### config.mk
export PLATFORM = sky130hd
export DESIGN_NAME = tmpg_ctrl
export DESIGN_NICKNAME = d
export VERILOG_FILES = /design/src/rtl/core/tmpg_pkg.sv /design/src/rtl/core/tmpg_ctrl.sv
export SDC_FILE = /design/constraint.sdc
export NUM_CORES = 1
export LEC_CHECK = 0
export BUFFER_PORTS_ARGS = -buffer_cell sky130_fd_sc_hd__buf_4
export CAP_MARGIN = 20
export CORE_MARGIN = 2
export CORE_UTILIZATION = 56
export CTS_BUF_LIST = sky130_fd_sc_hd__clkbuf_16
export DETAILED_ROUTE_END_ITERATION = 8
export PLACE_DENSITY = 0.8
export SLEW_MARGIN = 20
export SYNTH_ARGS = -nofsm -noshare
export SYNTH_HDL_FRONTEND = slang
export SYNTH_SLANG_ARGS = --single-unit
### constraint.sdc
create_clock -name clk -period 2.1 [get_ports clk]
set_input_delay 0 -clock clk [delete_from_list [all_inputs] [get_ports clk]]
set_output_delay 0 -clock clk [all_outputs]
set_load 0.05 [all_outputs]
### src/rtl/core/tmpg_pkg.sv
// Types, codes and constants shared by the trapezoidal profile generator.
`default_nettype none

package tmpg_pkg;

    // Fixed-point format and datapath widths
    localparam int FRAC_BITS = 16;
    localparam int POS_W     = 32;
    localparam int REG_W     = 31;
    localparam int TIME_W    = 32 + FRAC_BITS;
    localparam int DIVD_W    = 32 + FRAC_BITS;
    localparam int RAD_W     = 64;
    localparam int ROOT_W    = 32;
    localparam int PROD_W    = 64;
    localparam int ACC_W     = 66;
    localparam int CFG_IDX_W = 1;

    // Configuration register indexes and reset values
    localparam logic [CFG_IDX_W-1:0] CFG_MAX_VEL = 1'b0;
    localparam logic [CFG_IDX_W-1:0] CFG_ACCEL   = 1'b1;
    localparam logic [REG_W-1:0] MAX_VEL_RESET = 31'd4587520;
    localparam logic [REG_W-1:0] ACCEL_RESET   = 31'd655360;

    // Item command codes
    localparam logic CMD_TICK  = 1'b0;
    localparam logic CMD_START = 1'b1;

    typedef struct packed {
        logic              command;
        logic signed [31:0] target_position;
        logic signed [31:0] encoder_position;
    } in_item_t;

    typedef struct packed {
        logic signed [31:0] velocity_command;
        logic signed [31:0] position_setpoint;
        logic [1:0]         phase;
        logic               done_res;
    } out_item_t;

    typedef enum logic [1:0] {
        PH_IDLE   = 2'd0,
        PH_ACCEL  = 2'd1,
        PH_CRUISE = 2'd2,
        PH_DECEL  = 2'd3
    } phase_t;

    // Which part of the profile the current time falls in
    typedef enum logic [1:0] {
        CLS_FIN,
        CLS_ACC,
        CLS_CRU,
        CLS_DEC
    } eval_cls_t;

    // Datapath operations issued by the controller
    typedef enum logic [4:0] {
        OP_NONE,
        OP_LOAD,
        OP_START_MAG,
        OP_TICK,
        OP_MUL_VV,
        OP_MUL_MA,
        OP_CMP,
        OP_DIV_VA,
        OP_DIV_MV,
        OP_TRAP_END,
        OP_DIV_MA,
        OP_SQRT,
        OP_TRI_TA,
        OP_MUL_A_TA,
        OP_TRI_PK,
        OP_EVAL,
        OP_MUL_AE,
        OP_V_MIN,
        OP_MUL_VE,
        OP_ACC_HALF,
        OP_V_MIN16,
        OP_MUL_VTA,
        OP_CR_S1,
        OP_CR_ADD,
        OP_CR_SUB,
        OP_DE_ACE,
        OP_DE_V,
        OP_DE_VR,
        OP_MUL_WR,
        OP_DE_S,
        OP_OUT
    } dp_op_t;

    typedef enum logic [4:0] {
        ST_IDLE,
        ST_DISPATCH,
        ST_MUL_VV,
        ST_MUL_MA,
        ST_CMP,
        ST_BRANCH,
        ST_WAIT_VA,
        ST_WAIT_MV,
        ST_WAIT_MA,
        ST_WAIT_SQ,
        ST_TRI_MUL,
        ST_TRI_PK,
        ST_EVAL,
        ST_A1,
        ST_A2,
        ST_A3,
        ST_A4,
        ST_C1,
        ST_C2,
        ST_C3,
        ST_C4,
        ST_C5,
        ST_C6,
        ST_D1,
        ST_D2,
        ST_D3,
        ST_D4,
        ST_D5,
        ST_D6,
        ST_OUT
    } ctrl_state_t;

    typedef struct packed {
        logic      is_start;
        logic      trap;
        logic      div_done;
        logic      sqrt_done;
        eval_cls_t cls;
        logic      out_free;
    } dp_status_t;

endpackage

`default_nettype wire

### src/rtl/core/tmpg_ctrl.sv
// Controller that sequences start and tick computations through the datapath.
`default_nettype none

module tmpg_ctrl (
    input  wire logic                 clk,
    input  wire logic                 rst_n,
    input  wire logic                 in_valid,
    output logic                      in_stall,
    input  wire tmpg_pkg::dp_status_t status,
    output tmpg_pkg::dp_op_t          op
);

    tmpg_pkg::ctrl_state_t state_reg;
    tmpg_pkg::ctrl_state_t state_next;

    always_ff @(posedge clk or negedge rst_n)
    begin
        if (!rst_n)
            state_reg <= tmpg_pkg::ST_IDLE;
        else
            state_reg <= state_next;
    end

    assign in_stall = (state_reg != tmpg_pkg::ST_IDLE);

    // Next state and datapath operation
    always_comb
    begin
        state_next = state_reg;
        op         = tmpg_pkg::OP_NONE;
        unique case (state_reg)
            tmpg_pkg::ST_IDLE:
            begin
                if (in_valid)
                begin
                    op         = tmpg_pkg::OP_LOAD;
                    state_next = tmpg_pkg::ST_DISPATCH;
                end
            end
            tmpg_pkg::ST_DISPATCH:
            begin
                if (status.is_start)
                begin
                    op         = tmpg_pkg::OP_START_MAG;
                    state_next = tmpg_pkg::ST_MUL_VV;
                end
                else
                begin
                    op         = tmpg_pkg::OP_TICK;
                    state_next = tmpg_pkg::ST_EVAL;
                end
            end
            // Start: pick trapezoid or triangle
            tmpg_pkg::ST_MUL_VV: begin op = tmpg_pkg::OP_MUL_VV; state_next = tmpg_pkg::ST_MUL_MA; end
            tmpg_pkg::ST_MUL_MA: begin op = tmpg_pkg::OP_MUL_MA; state_next = tmpg_pkg::ST_CMP; end
            tmpg_pkg::ST_CMP:    begin op = tmpg_pkg::OP_CMP;    state_next = tmpg_pkg::ST_BRANCH; end
            tmpg_pkg::ST_BRANCH:
            begin
                if (status.trap)
                begin
                    op         = tmpg_pkg::OP_DIV_VA;
                    state_next = tmpg_pkg::ST_WAIT_VA;
                end
                else
                begin
                    op         = tmpg_pkg::OP_DIV_MA;
                    state_next = tmpg_pkg::ST_WAIT_MA;
                end
            end
            tmpg_pkg::ST_WAIT_VA:
            begin
                if (status.div_done)
                begin
                    op         = tmpg_pkg::OP_DIV_MV;
                    state_next = tmpg_pkg::ST_WAIT_MV;
                end
            end
            tmpg_pkg::ST_WAIT_MV:
            begin
                if (status.div_done)
                begin
                    op         = tmpg_pkg::OP_TRAP_END;
                    state_next = tmpg_pkg::ST_EVAL;
                end
            end
            tmpg_pkg::ST_WAIT_MA:
            begin
                if (status.div_done)
                begin
                    op         = tmpg_pkg::OP_SQRT;
                    state_next = tmpg_pkg::ST_WAIT_SQ;
                end
            end
            tmpg_pkg::ST_WAIT_SQ:
            begin
                if (status.sqrt_done)
                begin
                    op         = tmpg_pkg::OP_TRI_TA;
                    state_next = tmpg_pkg::ST_TRI_MUL;
                end
            end
            tmpg_pkg::ST_TRI_MUL: begin op = tmpg_pkg::OP_MUL_A_TA; state_next = tmpg_pkg::ST_TRI_PK; end
            tmpg_pkg::ST_TRI_PK:  begin op = tmpg_pkg::OP_TRI_PK;   state_next = tmpg_pkg::ST_EVAL; end
            // Evaluate the profile at the current tick
            tmpg_pkg::ST_EVAL:
            begin
                op = tmpg_pkg::OP_EVAL;
                unique case (status.cls)
                    tmpg_pkg::CLS_FIN: state_next = tmpg_pkg::ST_OUT;
                    tmpg_pkg::CLS_ACC: state_next = tmpg_pkg::ST_A1;
                    tmpg_pkg::CLS_CRU: state_next = tmpg_pkg::ST_C1;
                    tmpg_pkg::CLS_DEC: state_next = tmpg_pkg::ST_D1;
                    default:           state_next = tmpg_pkg::ST_OUT;
                endcase
            end
            tmpg_pkg::ST_A1: begin op = tmpg_pkg::OP_MUL_AE;   state_next = tmpg_pkg::ST_A2; end
            tmpg_pkg::ST_A2: begin op = tmpg_pkg::OP_V_MIN;    state_next = tmpg_pkg::ST_A3; end
            tmpg_pkg::ST_A3: begin op = tmpg_pkg::OP_MUL_VE;   state_next = tmpg_pkg::ST_A4; end
            tmpg_pkg::ST_A4: begin op = tmpg_pkg::OP_ACC_HALF; state_next = tmpg_pkg::ST_OUT; end
            tmpg_pkg::ST_C1: begin op = tmpg_pkg::OP_MUL_A_TA; state_next = tmpg_pkg::ST_C2; end
            tmpg_pkg::ST_C2: begin op = tmpg_pkg::OP_V_MIN16;  state_next = tmpg_pkg::ST_C3; end
            tmpg_pkg::ST_C3: begin op = tmpg_pkg::OP_MUL_VTA;  state_next = tmpg_pkg::ST_C4; end
            tmpg_pkg::ST_C4: begin op = tmpg_pkg::OP_CR_S1;    state_next = tmpg_pkg::ST_C5; end
            tmpg_pkg::ST_C5: begin op = tmpg_pkg::OP_CR_ADD;   state_next = tmpg_pkg::ST_C6; end
            tmpg_pkg::ST_C6: begin op = tmpg_pkg::OP_CR_SUB;   state_next = tmpg_pkg::ST_OUT; end
            tmpg_pkg::ST_D1: begin op = tmpg_pkg::OP_MUL_AE;   state_next = tmpg_pkg::ST_D2; end
            tmpg_pkg::ST_D2: begin op = tmpg_pkg::OP_DE_ACE;   state_next = tmpg_pkg::ST_D3; end
            tmpg_pkg::ST_D3: begin op = tmpg_pkg::OP_DE_V;     state_next = tmpg_pkg::ST_D4; end
            tmpg_pkg::ST_D4: begin op = tmpg_pkg::OP_DE_VR;    state_next = tmpg_pkg::ST_D5; end
            tmpg_pkg::ST_D5: begin op = tmpg_pkg::OP_MUL_WR;   state_next = tmpg_pkg::ST_D6; end
            tmpg_pkg::ST_D6: begin op = tmpg_pkg::OP_DE_S;     state_next = tmpg_pkg::ST_OUT; end
            // Hand the result to the output register once it is free
            tmpg_pkg::ST_OUT:
            begin
                if (status.out_free)
                begin
                    op         = tmpg_pkg::OP_OUT;
                    state_next = tmpg_pkg::ST_IDLE;
                end
            end
            default: state_next = tmpg_pkg::ST_IDLE;
        endcase
    end

endmodule

`default_nettype wire

==> Yosys cells after proc, flatten, opt, wreduce, memory -nomap -nowiden <==
Index checks and enable logic that the tools add are counted.
{ "word_totals": {"ff_bits": 5, "word_cells": 65, "inputBits": 10, "rom_bits": 0, "out_inout_bits": 6, "mem_bits_rw": 0, "latch_bits": 0, "mem_count": 0} }
{ "classes": {"addsub": 0, "n_mul": 0, "shifts": 0, "reduce_logical": 7, "div": 0, "n_eq_ne": 38, "n_lt_le_gt_ge": 0, "n_mux": 19, "bitwise": 0} }
{ "ops": {"columns": ["operator", "n"], "rows": [
  ["5-bit case mux with 28 select lines", 2],
  ["5-bit == test, second input constant", 14],
  ["5-bit by 4-bit == test with 1-bit output, second input constant", 8],
  ["5-bit 2-to-1 mux", 7],
  ["4-bit 2-to-1 mux", 7],
  ["5-bit by 3-bit == test with 1-bit output, second input constant", 4],
  ["5-bit case mux with 4 select lines", 1],
  ["2-bit inequality test, second input constant", 6],
  ["5-bit by 2-bit == test with 1-bit output, second input constant", 2],
  ["6-bit AND reduction", 1],
  ["5-bit by 1-bit == test with 1-bit output, second input constant", 1],
  ["5-bit zero test", 1],
  ["5-bit nonzero test", 1],
  ["2-bit == test, second input constant", 2],
  ["2-bit OR reduction", 2],
  ["3-bit OR reduction", 1],
  ["2-bit by 1-bit == test with 1-bit output, second input constant", 1],
  ["2-bit zero test", 1],
  ["1-bit 2-to-1 mux", 2]
]} }

==> Depth between registers and ports, before layout <==
Gate-level depths: netlist (run 1).
{ "logic_depth": {"depth_word": 3, "depth_mapped": 7, "ltp_nobuf": 5} }

==> Worst setup path before layout (run 1) <==
OpenSTA, ideal clock, no wires.
{ "synth_path": {"kind": "reg-to-output", "startpoint": "register state_reg[2]", "endpoint": "output op[2]", "path_slack_ns": 0.021, "arrival_ns": 2.079, "path_stages_with_launch": 6, "required_ns": 2.100, "n_path_buf": 3, "cell_sequence": "dfrtp_1 -> clkbuf_1 -> clkbuf_1 -> clkbuf_1 -> a21oi_1 -> o221ai_1"} }
{ "synth_between": {"elab_chain_cells": 3, "word_cells_on_any_way": 33, "cone_classes": "29 x eq/ne; 1 x mux; 3 x reduce/logical"} }
{ "synth_rtl": {"columns": ["item", "line", "source"], "rows": [
  ["from (decl)", "tmpg_ctrl.sv:13", "tmpg_pkg::ctrl_state_t state_reg;"],
  ["from (signal assigned)", "tmpg_ctrl.sv:19", "state_reg <= tmpg_pkg::ST_IDLE;"],
  ["from (signal assigned)", "tmpg_ctrl.sv:21", "state_reg <= state_next;"],
  ["5-bit == test or 5-bit by 4-bit == test with 1-bit output (tied branches)", "tmpg_ctrl.sv:31", "unique case (state_reg)"],
  ["2-bit OR reduction (no line)", null, null],
  ["5-bit case mux with 28 select lines (*)", "tmpg_ctrl.sv:31", null],
  ["to (decl)", "tmpg_ctrl.sv:10", "output tmpg_pkg::dp_op_t op"]
]} }
Mark *: on every way between the ends. The rest lies on a longest branch, timed or not.

==> Worst setup path after layout (run 1) <==
{ "layout_path": {"startpoint": "register state_reg[3]", "endpoint": "output op[1]"} }
The elaborated chain is that of the path after synthesis.

==> results.cfg, run 1 <==
[setup_path]
worstSetupEndpointType = output port
path_common_cell = buf_4
crit_arrival_ns = 1.96
critPathRequiredTime_ns = 2.10
r2r_end = state_reg[0]$_DFFE_PN0P_
path_cells = buf_4 > and3b_1 > o21a_1 > nor3_1 > a21oi_1 > a221o_1 > buf_4
slowest_stage = dfrtp_1
reg2reg_depth = 5
crit_path_max_incr_delay_ns = 0.48
crit_type = reg2out
critPathTopFamily = compound AO/OA/AOI/OAI gates
worstSetupStartpointType = register
r2r_slack_ns = 0.28
r2r_start = state_reg[3]$_DFFE_PN0P_
crit_fanout = 9
cp_num_buf_inv = 2

[run_status]
status = completed

[final_layout]
drive_gt1_frac = 0.2013
num_antenna_cells = 0
final_cell_area_um2 = 1194
largest_register_ffs = 5
postLayoutCoreUtil = 0.7067
final_common_cell = buf_4
layout_common_cells = buf_4, nand2_1, a21oi_1
finalNetCount = 170
final_cells = 176
syn2layout_area_growth_pct = 21.99

[timing]
tns_ns = 0
min_period_over_period = 0.9323
finalMaxSlewViolations = 0
fin_crit_ns = 1.958
relSlewSlack = 0.7682
rsz0062_at_grt = no
hold_viol_final = 0
setup_viol = 0
tightest_slew_ns = 0.3445
fin_skew_ns = 0.0009492
fmax_ghz = 0.5108

[clocking]
insertion_delay_ns = 0.22
htree_levels = 1
clockBufferDepth = 2
clk_pin_slew_worst_paths_ns = 0.03
numCtsBuffers = 3
cts_tree = done
cts_sinks = 5
cts_root_buf = clkbuf_16

[floorplanning]
die_x_um = 45.80
start_util = 0.5793
dieArea_um2 = 2098
ios = 16
core-area_um2 = 1689
rows = 15
die_h_um = 45.80

[drt]
drc = 0
ant_nets = 0
wl_per_cell_um = 16.68
via_per_inst = 7.074
routed-via-count = 1245
routed_wl_um = 2936
dr.first_iter.drc_count = 85
firstDrtPassIters = 5

[grt]
grt_use_total = 0.3034
grt_max_degree = 36
antenna_found_initial = 0
gr-total-overflow = 0
grt_pass1_vias = 991
grt_pass1_wl_um = 4685

[yosys]
ys_types = 46
synth_top_area_frac = 0.1279
postSynthCellCount = 147
synth_top_area_cell = dfrtp_1
seq_area_frac_synth = 0.1279
synth_edf_count = 0
synthFlopType = dfrtp_1
yosysWarnings = 0
synth_seq_cells = 5
syn_nets = 157
async_reset_ff_frac = 1.000
syn-cell-area_um2 = 978.4
avgSynthCellArea_um2 = 6.656
synth_area_leaders = dfrtp_1, nand2_1, a21oi_1

[place]
gp_congestion = 0.9049
post_dp_cell_area_um2 = 1096
dp_hpwl_um = 2130
io_buffers = 15
dpl.cell_count = 171

[job]
drv_cap = 0

[min_path]
min_path_type = in2async
## Yosys cell counts, types with 2 or more instances
library cell	instances
a21oi_1	11
a221oi_1	4
a22oi_1	4
a31oi_1	4
and2b_1	3
and3b_1	2
buf_2	4
clkbuf_1	10
dfrtp_1	5
inv_1	3
nand2_1	17
nand2b_1	6
nand3b_1	2
nor2_1	10
nor2b_1	6
nor3_1	5
nor4b_1	2
o21ai_0	6
o21ai_1	9
o221ai_1	3
o22ai_1	3
or3_1	3
xor2_1	2
## cell type report
class                   count  area [um^2]
repair buffers             23        182.7
inverters                   4        15.01
clock inverters             1        3.754
multi-input cells         123        769.5
fillers                   144        495.5
well taps                  17        21.27
flip-flops and latches      5        126.4
clock buffers               3        75.07
## worst max path at each step
stage,slack (ns),start,depth (start not counted),to
6_report,0.14,state_reg[3]$_DFFE_PN0P_,7,op[1]
2_1_floorplan,0.02,state_reg[2]$_DFFE_PN0P_,5,op[2]
4_1_cts,0.07,state_reg[0]$_DFFE_PN0P_,7,op[3]
3_3_place_gp,0.31,state_reg[3]$_DFFE_PN0P_,5,state_reg[0]$_DFFE_PN0P_
3_5_place_dp,0.29,state_reg[4]$_DFFE_PN0P_,5,state_reg[0]$_DFFE_PN0P_
5_1_grt,0.01,state_reg[1]$_DFFE_PN0P_,7,op[3]
## what timing repair did
action                                  in CTS  in global routing
gates resized for setup                      0                  3
endpoints found under the hold margin        5                  0
setup buffers                                0                  0
hold buffers                                 1                  0
endpoints found under the setup margin       0                  1
## kinds of logic after synthesis
kind of cell	share of synthesized area
flip-flops	0.1279
multiplexers	0.02685
XOR/XNOR	0.01791
AND/OR/NAND/NOR	0.3606
buffers and inverters	0.08568
AO/OA/AOI/OAI	0.3811
## per-stage QoR
step | setup slack (ns) | hold WS (ns)
after floorplan | 0.02127 | -0.2956
after global placement | 0.3149 | -0.1979
after detailed placement | 0.2903 | -0.1934
after CTS | 0.07362 | 0.1131
after global routing | 0.01421 | 0.1259
final | 0.1422 | 0.1205
## worst reg2reg max path, stage by stage (launching register included)
cell	delay (ns)
dfrtp_1	0.51
buf_4	0.29
nand2_1	0.11
or3_1	0.33
nor2b_2	0.17
mux2_4	0.29
## per-layer routing
metal / track usage / vias up / wire (um)
met4: 0.03429 / 0 / 63
li1: - / 574 / -
met2: 0.4620 / 84 / 1359
met1: 0.4368 / 571 / 1224
met5: 0 / - / 0
met3: 0.08730 / 16 / 288
Power of run 1 is left out: the tool's default activity adds up to more than one toggle a clock period on the data nets, which glitch-free logic cannot reach.
==> run 2: changes to the inputs <==
--- a/config.mk
+++ b/config.mk
@@ -5,13 +5,14 @@
 export SDC_FILE = /design/constraint.sdc
 export NUM_CORES = 1
 export LEC_CHECK = 0
+export ABC_AREA = 1
 export BUFFER_PORTS_ARGS = -buffer_cell sky130_fd_sc_hd__buf_4
 export CAP_MARGIN = 20
 export CORE_MARGIN = 2
-export CORE_UTILIZATION = 56
+export CORE_UTILIZATION = 57
 export CTS_BUF_LIST = sky130_fd_sc_hd__clkbuf_16
 export DETAILED_ROUTE_END_ITERATION = 8
-export PLACE_DENSITY = 0.8
+export PLACE_DENSITY = 0.81
 export SLEW_MARGIN = 20
 export SYNTH_ARGS = -nofsm -noshare
 export SYNTH_HDL_FRONTEND = slang
==> constraint.sdc (replaced) <==
create_clock -name clk -period 2.1 [get_ports clk]
set_input_delay 0.42 -clock clk [delete_from_list [all_inputs] [get_ports clk]]
set_output_delay 0.42 -clock clk [all_outputs]
set_load 0.05 [all_outputs]
==> run 2 against run 1 <==
Effect of this change: the run now fails in 5_1_grt; area after synthesis up 7.8%; synthesized cell count up 23%.
==> results.cfg, run 2 <==
[run_status]
status = did not finish
failing_step = 5_1_grt
first-error = [ERROR GRT-0232] Routing congestion too high. Check the congestion heatmap in the GUI.

[yosys]
synth_area_leaders = nand3_1, nand2_1, dfrtp_1
async_reset_ff_frac = 1.000
synth_most_common_cell = nand2_1
synth_seq_cells = 5
synthFlopType = dfrtp_1
synthTopCellsByCount = nand2_1, nand3_1, nor2_1
synth_top_area_cell = nand3_1
postSynthCellCount = 181
seq_area_frac_synth = 0.1186
synth_top_area_frac = 0.1613
synth_edf_count = 0
syn-cell-area_um2 = 1055
ys_types = 26
syn_nets = 191
avgSynthCellArea_um2 = 5.827
yosysWarnings = 0

[clocking]
cts_root_buf = clkbuf_16
htree_levels = 1
clockBufferDepth = 2
numCtsBuffers = 3
cts_sinks = 5

[place]
gp_congestion = 1.013
io_buffers = 15
dpl.cell_count = 220
dp_hpwl_um = 2484

[grt]
gr-total-overflow = 7
grt_use_total = 0.7025
grt_max_degree = 18

[floorplanning]
die_h_um = 47.02
rows = 15
ios = 16
start_util = 0.6109
die_x_um = 47.02

[timing]
worstEpCategory = primary output
crit_endpoint = op[3]
## run 2: cell count changes after synthesis, moves of 7 or more
cell | previous run | this run
o21ai_1 | 9 | 2
inv_1 | 3 | 17
clkbuf_1 | 10 | 0
a21oi_1 | 11 | 3
nand3_1 | 1 | 34
nand2_1 | 17 | 42
nor2_1 | 10 | 20
## run 2: logic make-up after synthesis
family | after synthesis | synth area share
simple gates | 134 | 0.6595
compound gates | 13 | 0.06762
buf+inv | 29 | 0.1542
flops | 5 | 0.1186
## run 2: layer usage
layer	GRT usage	GRT overflow
met5	0.1500	0
met4	0.7444	4
met3	0.5500	0
met2	0.8603	2
met1	0.6948	1
## run 2: per-stage QoR
step	TNS (ns)	worst slack, ns	instance area [um^2]	hold WS, ns
after CTS	-0.03343	-0.01969	1331	0.4702
after detailed placement	0	0.08869	1189	0.2265
after global placement	0	0.07435	1189	0.2208
after floorplan	0	0.1168	1055	0.1244
## run 2: what timing repair did
action / CTS
setup buffers: 4
endpoints found under the hold margin: 5
gates resized for setup: 10
pin swaps: 2
hold buffers: 1
endpoints found under the setup margin: 5
gates cloned: 1
==> run 3: changes to the inputs <==
--- a/config.mk
+++ b/config.mk
@@ -8,11 +8,10 @@
 export ABC_AREA = 1
 export BUFFER_PORTS_ARGS = -buffer_cell sky130_fd_sc_hd__buf_4
 export CAP_MARGIN = 20
-export CORE_MARGIN = 2
-export CORE_UTILIZATION = 57
-export CTS_BUF_LIST = sky130_fd_sc_hd__clkbuf_16
+export CORE_AREA = 2 2 63 65
 export DETAILED_ROUTE_END_ITERATION = 8
-export PLACE_DENSITY = 0.81
+export DIE_AREA = 0 0 65 67
+export PLACE_DENSITY_LB_ADDON = 0.15
 export SLEW_MARGIN = 20
 export SYNTH_ARGS = -nofsm -noshare
 export SYNTH_HDL_FRONTEND = slang
==> run 3 against run 2 <==
Effect of this change: the run now ends clean; synthesized cell count stayed put; area after synthesis stayed put.
==> results.cfg, run 3 <==
[run_status]
status = completed

[grt]
gr-total-overflow = 0
grt_use_total = 0.1750
grt_pass1_wl_um = 5816
grt_max_degree = 18
antenna_found_initial = 0
grt_pass1_vias = 1278

[final_layout]
fillers = 358
num_antenna_cells = 0
finalNetCount = 235
syn2layout_area_growth_pct = 58.01
final_common_cell = nand2_1
largest_register_ffs = 5
drive_gt1_frac = 0.4464
layout_common_cells = nand2_1, buf_4, nand3_1
final_cell_area_um2 = 1667

[yosys]
synth_edf_count = 0
async_reset_ff_frac = 1.000
yosysWarnings = 0
synth_most_common_cell = nand2_1
syn_nets = 191
synthTopCellsByCount = nand2_1, nand3_1, nor2_1
postSynthCellCount = 181
synthFlopType = dfrtp_1
synth_top_area_frac = 0.1613
seq_area_frac_synth = 0.1186
ys_types = 26
synth_top_area_cell = nand3_1
syn-cell-area_um2 = 1055
synth_seq_cells = 5
synth_area_leaders = nand3_1, nand2_1, dfrtp_1
avgSynthCellArea_um2 = 5.827

[drt]
firstDrtPassIters = 4
routed-via-count = 1436
routed_wl_um = 3915
dr.first_iter.drc_count = 91
drc = 0
wl_per_cell_um = 14.39
via_per_inst = 5.279
ant_nets = 0

[timing]
finalMaxSlewViolations = 0
setup_viol = 0
fin_skew_ns = 0.003229
min_period_over_period = 0.9985
relSlewSlack = 0.7757
fin_crit_ns = 2.097
tightest_slew_ns = 0.3339
fmax_ghz = 0.4769
hold_viol_final = 0
rsz0062_at_grt = yes

[clocking]
insertion_delay_ns = 0.22
cts_sinks = 5
cts_root_buf = clkbuf_8
htree_levels = 1
clk_pin_slew_worst_paths_ns = 0.03
numCtsBuffers = 3
clockBufferDepth = 2
cts_tree = done

[job]
drv_cap = 0

[floorplanning]
ios = 16
core-area_um2 = 3606
rows = 22
die_x_um = 65
dieArea_um2 = 4355
start_util = 0.2925
die_h_um = 67

[min_path]
min_path_type = in2reg

[power_and_ir_drop]
peakVddDrop_mv = 0.7078
powerDensity_nw_per_um2 = 1861
leakagePower_uw = 0.0008579
power_uw = 3101

[setup_path]
crit_type = reg2out
worstSetupStartpointType = register
crit_arrival_ns = 1.68
crit_fanout = 6
worstSetupEndpointType = output port
critPathRequiredTime_ns = 1.68

[place]
io_buffers = 15
gp_congestion = 0.8782
post_dp_cell_area_um2 = 1277
dp_hpwl_um = 2738
==> run 3: cells by family (layout without fill, tap and decap cells) <==
family / after synthesis / after routing / share of synthesized area
buf+inv: 29 / 70 / 0.1542
flops: 5 / 5 / 0.1186
simple gates: 134 / 136 / 0.6595
compound gates: 13 / 13 / 0.06762
==> run 3: layer usage <==
layer,vias up,wire length (um),track usage
li1,693,-,-
met2,62,1950,0.3041
met5,-,0,0
met4,0,76,0.02926
met3,12,326,0.04392
met1,669,1562,0.2204
==> run 3: path summary, 6_finish.rpt <==
path	start	end	slack (ns)	cells past startpoint
max	state_reg[2]$_DFFE_PN0P_	op[4]	0.003	8
min	status[4]	state_reg[1]$_DFFE_PN0P_	0.47	4
max reg2reg	state_reg[1]$_DFFE_PN0P_	state_reg[3]$_DFFE_PN0P_	0.42	11
min reg2reg	state_reg[0]$_DFFE_PN0P_	state_reg[0]$_DFFE_PN0P_	0.77	4
max in group asynchronous	rst_n	state_reg[1]$_DFFE_PN0P_	1.44	2
min in group asynchronous	rst_n	state_reg[4]$_DFFE_PN0P_	0.54	2
==> run 3: through the flow <==
step | worst slack, ns | utilization | TNS, ns | cells | hold WS (ns)
2_1_floorplan | 0.1168 | - | 0 | 181 | 0.1244
3_3_place_gp | 0.02823 | 0.3543 | 0 | 251 | 0.2251
3_5_place_dp | 0.03418 | 0.3543 | 0 | 251 | 0.2247
4_1_cts | -0.005052 | 0.3945 | -0.007604 | 260 | 0.4645
5_1_grt | -0.1203 | 0.4622 | -0.3311 | 272 | 0.4780
6_report | 0.003085 | 0.4622 | 0 | 272 | 0.4746
==> run 3: final cells by class <==
class | count | area, um^2 | share of cell area
multi-input cells | 149 | 905.9 | 0.5435
inverters | 22 | 107.6 | 0.06456
clock buffers | 4 | 45.04 | 0.02703
well taps | 48 | 60.06 | 0.03604
repair buffers | 44 | 416.7 | 0.2500
flip-flops and latches | 5 | 131.4 | 0.07883
==> run 3: power by group <==
part / switching, uW / internal (uW)
Sequential: 119 / 158
Combinational: 1600 / 1050
Clock: 46.9 / 130
==> run 3: repair_timing <==
action / 4_1_cts / 5_1_grt
hold endpoints to repair: 5 / 0
endpoints found under the setup margin: 5 / 5
pin swaps: 5 / 14
hold buffers: 1 / 0
setup buffers: 3 / 11
gates cloned: 1 / 1
resized for setup: 21 / 33
==> run 3: worst max-delay path, stage by stage (launching register included) <==
cell	delay, ns
dfrtp_2	0.46
buf_6	0.15
nor2_4	0.19
nand3_2	0.13
and2_4	0.16
o21ai_2	0.06
nor3_2	0.06
nand2_1	0.07
buf_6	0.16
(Power assumes the default switching activity.)
==> run 4: changes to the inputs <==
--- a/config.mk
+++ b/config.mk
@@ -6,7 +6,7 @@
 export NUM_CORES = 1
 export LEC_CHECK = 0
 export ABC_AREA = 1
-export BUFFER_PORTS_ARGS = -buffer_cell sky130_fd_sc_hd__buf_4
+export BUFFER_PORTS_ARGS = -buffer_cell sky130_fd_sc_hd__buf_2
 export CAP_MARGIN = 20
 export CORE_AREA = 2 2 63 65
 export DETAILED_ROUTE_END_ITERATION = 8
==> constraint.sdc (replaced) <==
create_clock -name clk -period 2.05 [get_ports clk]
set_input_delay 0.41 -clock clk [delete_from_list [all_inputs] [get_ports clk]]
set_output_delay 0.41 -clock clk [all_outputs]
set_load 0.05 [all_outputs]
==> run 4 against run 3 <==
Effect of this change: the run now ends with setup timing left; sequential share of layout area grew 0.40 points; first-iteration DRC count shrank 21%; combinational power shrank 2%; via count shrank 4.9%; final cell count shrank 0.37%; critical path depth shrank 1; critical endpoint is now op[3].
==> results.cfg, run 4 (synthesized netlist as in run 3, its figures left out) <==
[setup_path]
crit_fanout = 9
worstSetupEndpointType = output port
r2r_start = state_reg[3]$_DFFE_PN0P_
critPathRequiredTime_ns = 1.64
slowest_stage = dfrtp_2
path_cells = buf_6 > nor2_8 > nand4_1 > o211ai_1 > nor2_1 > nand3_1 > buf_6
cp_num_buf_inv = 2
critPathTopFamily = simple AND/OR/NAND/NOR gates
crit_type = reg2out
crit_arrival_ns = 1.71
crit_path_max_incr_delay_ns = 0.47
path_common_cell = buf_6
cp-startpoint = state_reg[1]$_DFFE_PN0P_
worstSetupStartpointType = register
r2r_slack_ns = 0.20

[drt]
routed-via-count = 1366
ant_nets = 0
firstDrtPassIters = 4
routed_wl_um = 3773
wl_per_cell_um = 13.92
dr.first_iter.drc_count = 72
drc = 0
via_per_inst = 5.041

[min_path]
min_path_type = in2reg
min_from = status[4]

[power_and_ir_drop]
leakagePower_uw = 0.0008325
peakVddDrop_mv = 0.8568
power_uw = 3068
powerDensity_nw_per_um2 = 1952

[floorplanning]
start_util = 0.2925
core-area_um2 = 3606
die_h_um = 67
die_x_um = 65
dieArea_um2 = 4355
rows = 22
ios = 16

[timing]
min_period_over_period = 1.034
setup_ws_ns = -0.07059
fmax_ghz = 0.4716
hold_viol_final = 0
tightest_slew_ns = 0.3128
fin_crit_ns = 2.121
setup_viol = 4
hold_slack_ns = 0.4573
rsz0062_at_grt = yes
fin_skew_ns = 0.0009684
relSlewSlack = 0.7898
finalMaxSlewViolations = 0

[final_layout]
layout_common_cells = nand2_1, nand3_1, buf_4
finalNetCount = 234
num_antenna_cells = 0
largest_register_ffs = 5
fillers = 369
final_cells = 271
postLayoutCoreUtil = 0.4358
syn2layout_area_growth_pct = 48.99
drive_gt1_frac = 0.3946
final_common_cell = nand2_1

[grt]
grt_pass1_wl_um = 5975
grt_pass1_vias = 1307
grt_max_degree = 19
grt_use_total = 0.1793
antenna_found_initial = 0
gr-total-overflow = 0

[place]
dpl.cell_count = 253
pre_cts_ws_ns = -0.003826
io_buffers = 15
dp_hpwl_um = 2790
gp_congestion = 0.9202

[clocking]
cts_sinks = 5
cts_tree = done
clockBufferDepth = 2
clk_pin_slew_worst_paths_ns = 0.03
numCtsBuffers = 3
cts_root_buf = clkbuf_8
insertion_delay_ns = 0.22
htree_levels = 1

[job]
drv_cap = 0

[run_status]
status = finished, violations left
violations = setup timing
==> run 4: layout make-up <==
type	count	area, um^2	share of cell area
Sequential cell	5	130.1	0.08280
Timing Repair Buffer	45	402.9	0.2564
Tap cell	48	60.06	0.03822
Multi-Input combinational cell	147	835.8	0.5318
Inverter	22	97.59	0.06210
Clock buffer	4	45.04	0.02866
==> run 4: repair_timing <==
action                     in CTS  in global routing
hold buffers                    1                  0
buffers inserted                6                  7
hold endpoints to repair        5                  0
setup endpoints to repair       5                  5
cloned                          0                  0
resized for setup              30                 13
pin swaps                       6                  6
==> run 4: metal layers <==
metal,share of wire,GRT usage,vias to the layer above
li1,-,-,689
met1,0.42,0.2376,608
met2,0.47,0.2951,63
met3,0.096,0.02365,6
met4,0.012,0.06649,0
met5,0,0,-
==> run 4: path summary, 6_finish.rpt <==
path	to	cells after the start
max in group asynchronous	state_reg[3]$_DFFE_PN0P_	2
max reg2reg	state_reg[3]$_DFFE_PN0P_	13
min in group asynchronous	state_reg[1]$_DFFE_PN0P_	2
min	state_reg[1]$_DFFE_PN0P_	4
max	op[3]	7
min reg2reg	state_reg[2]$_DFFE_PN0P_	2
==> run 4: where the power goes <==
part           total (uW)  internal, uW  switching (uW)
clock                 177           133            43.7
sequential            276           160             116
combinational        2610          1040            1570
==> run 4: worst min-delay path, cell delays in order <==
cell	delay (ns)
buf_2	0.09
a21oi_1	0.04
inv_1	0.04
nand2_1	0.05
==> run 4: per-stage QoR <==
stage / area (um^2) / TNS, ns
global placement: 1267 / 0
detailed placement: 1267 / -0.003826
global route: 1572 / -0.4495
CTS: 1456 / -0.05214
finish: 1572 / -0.1442
floorplan: 1055 / 0
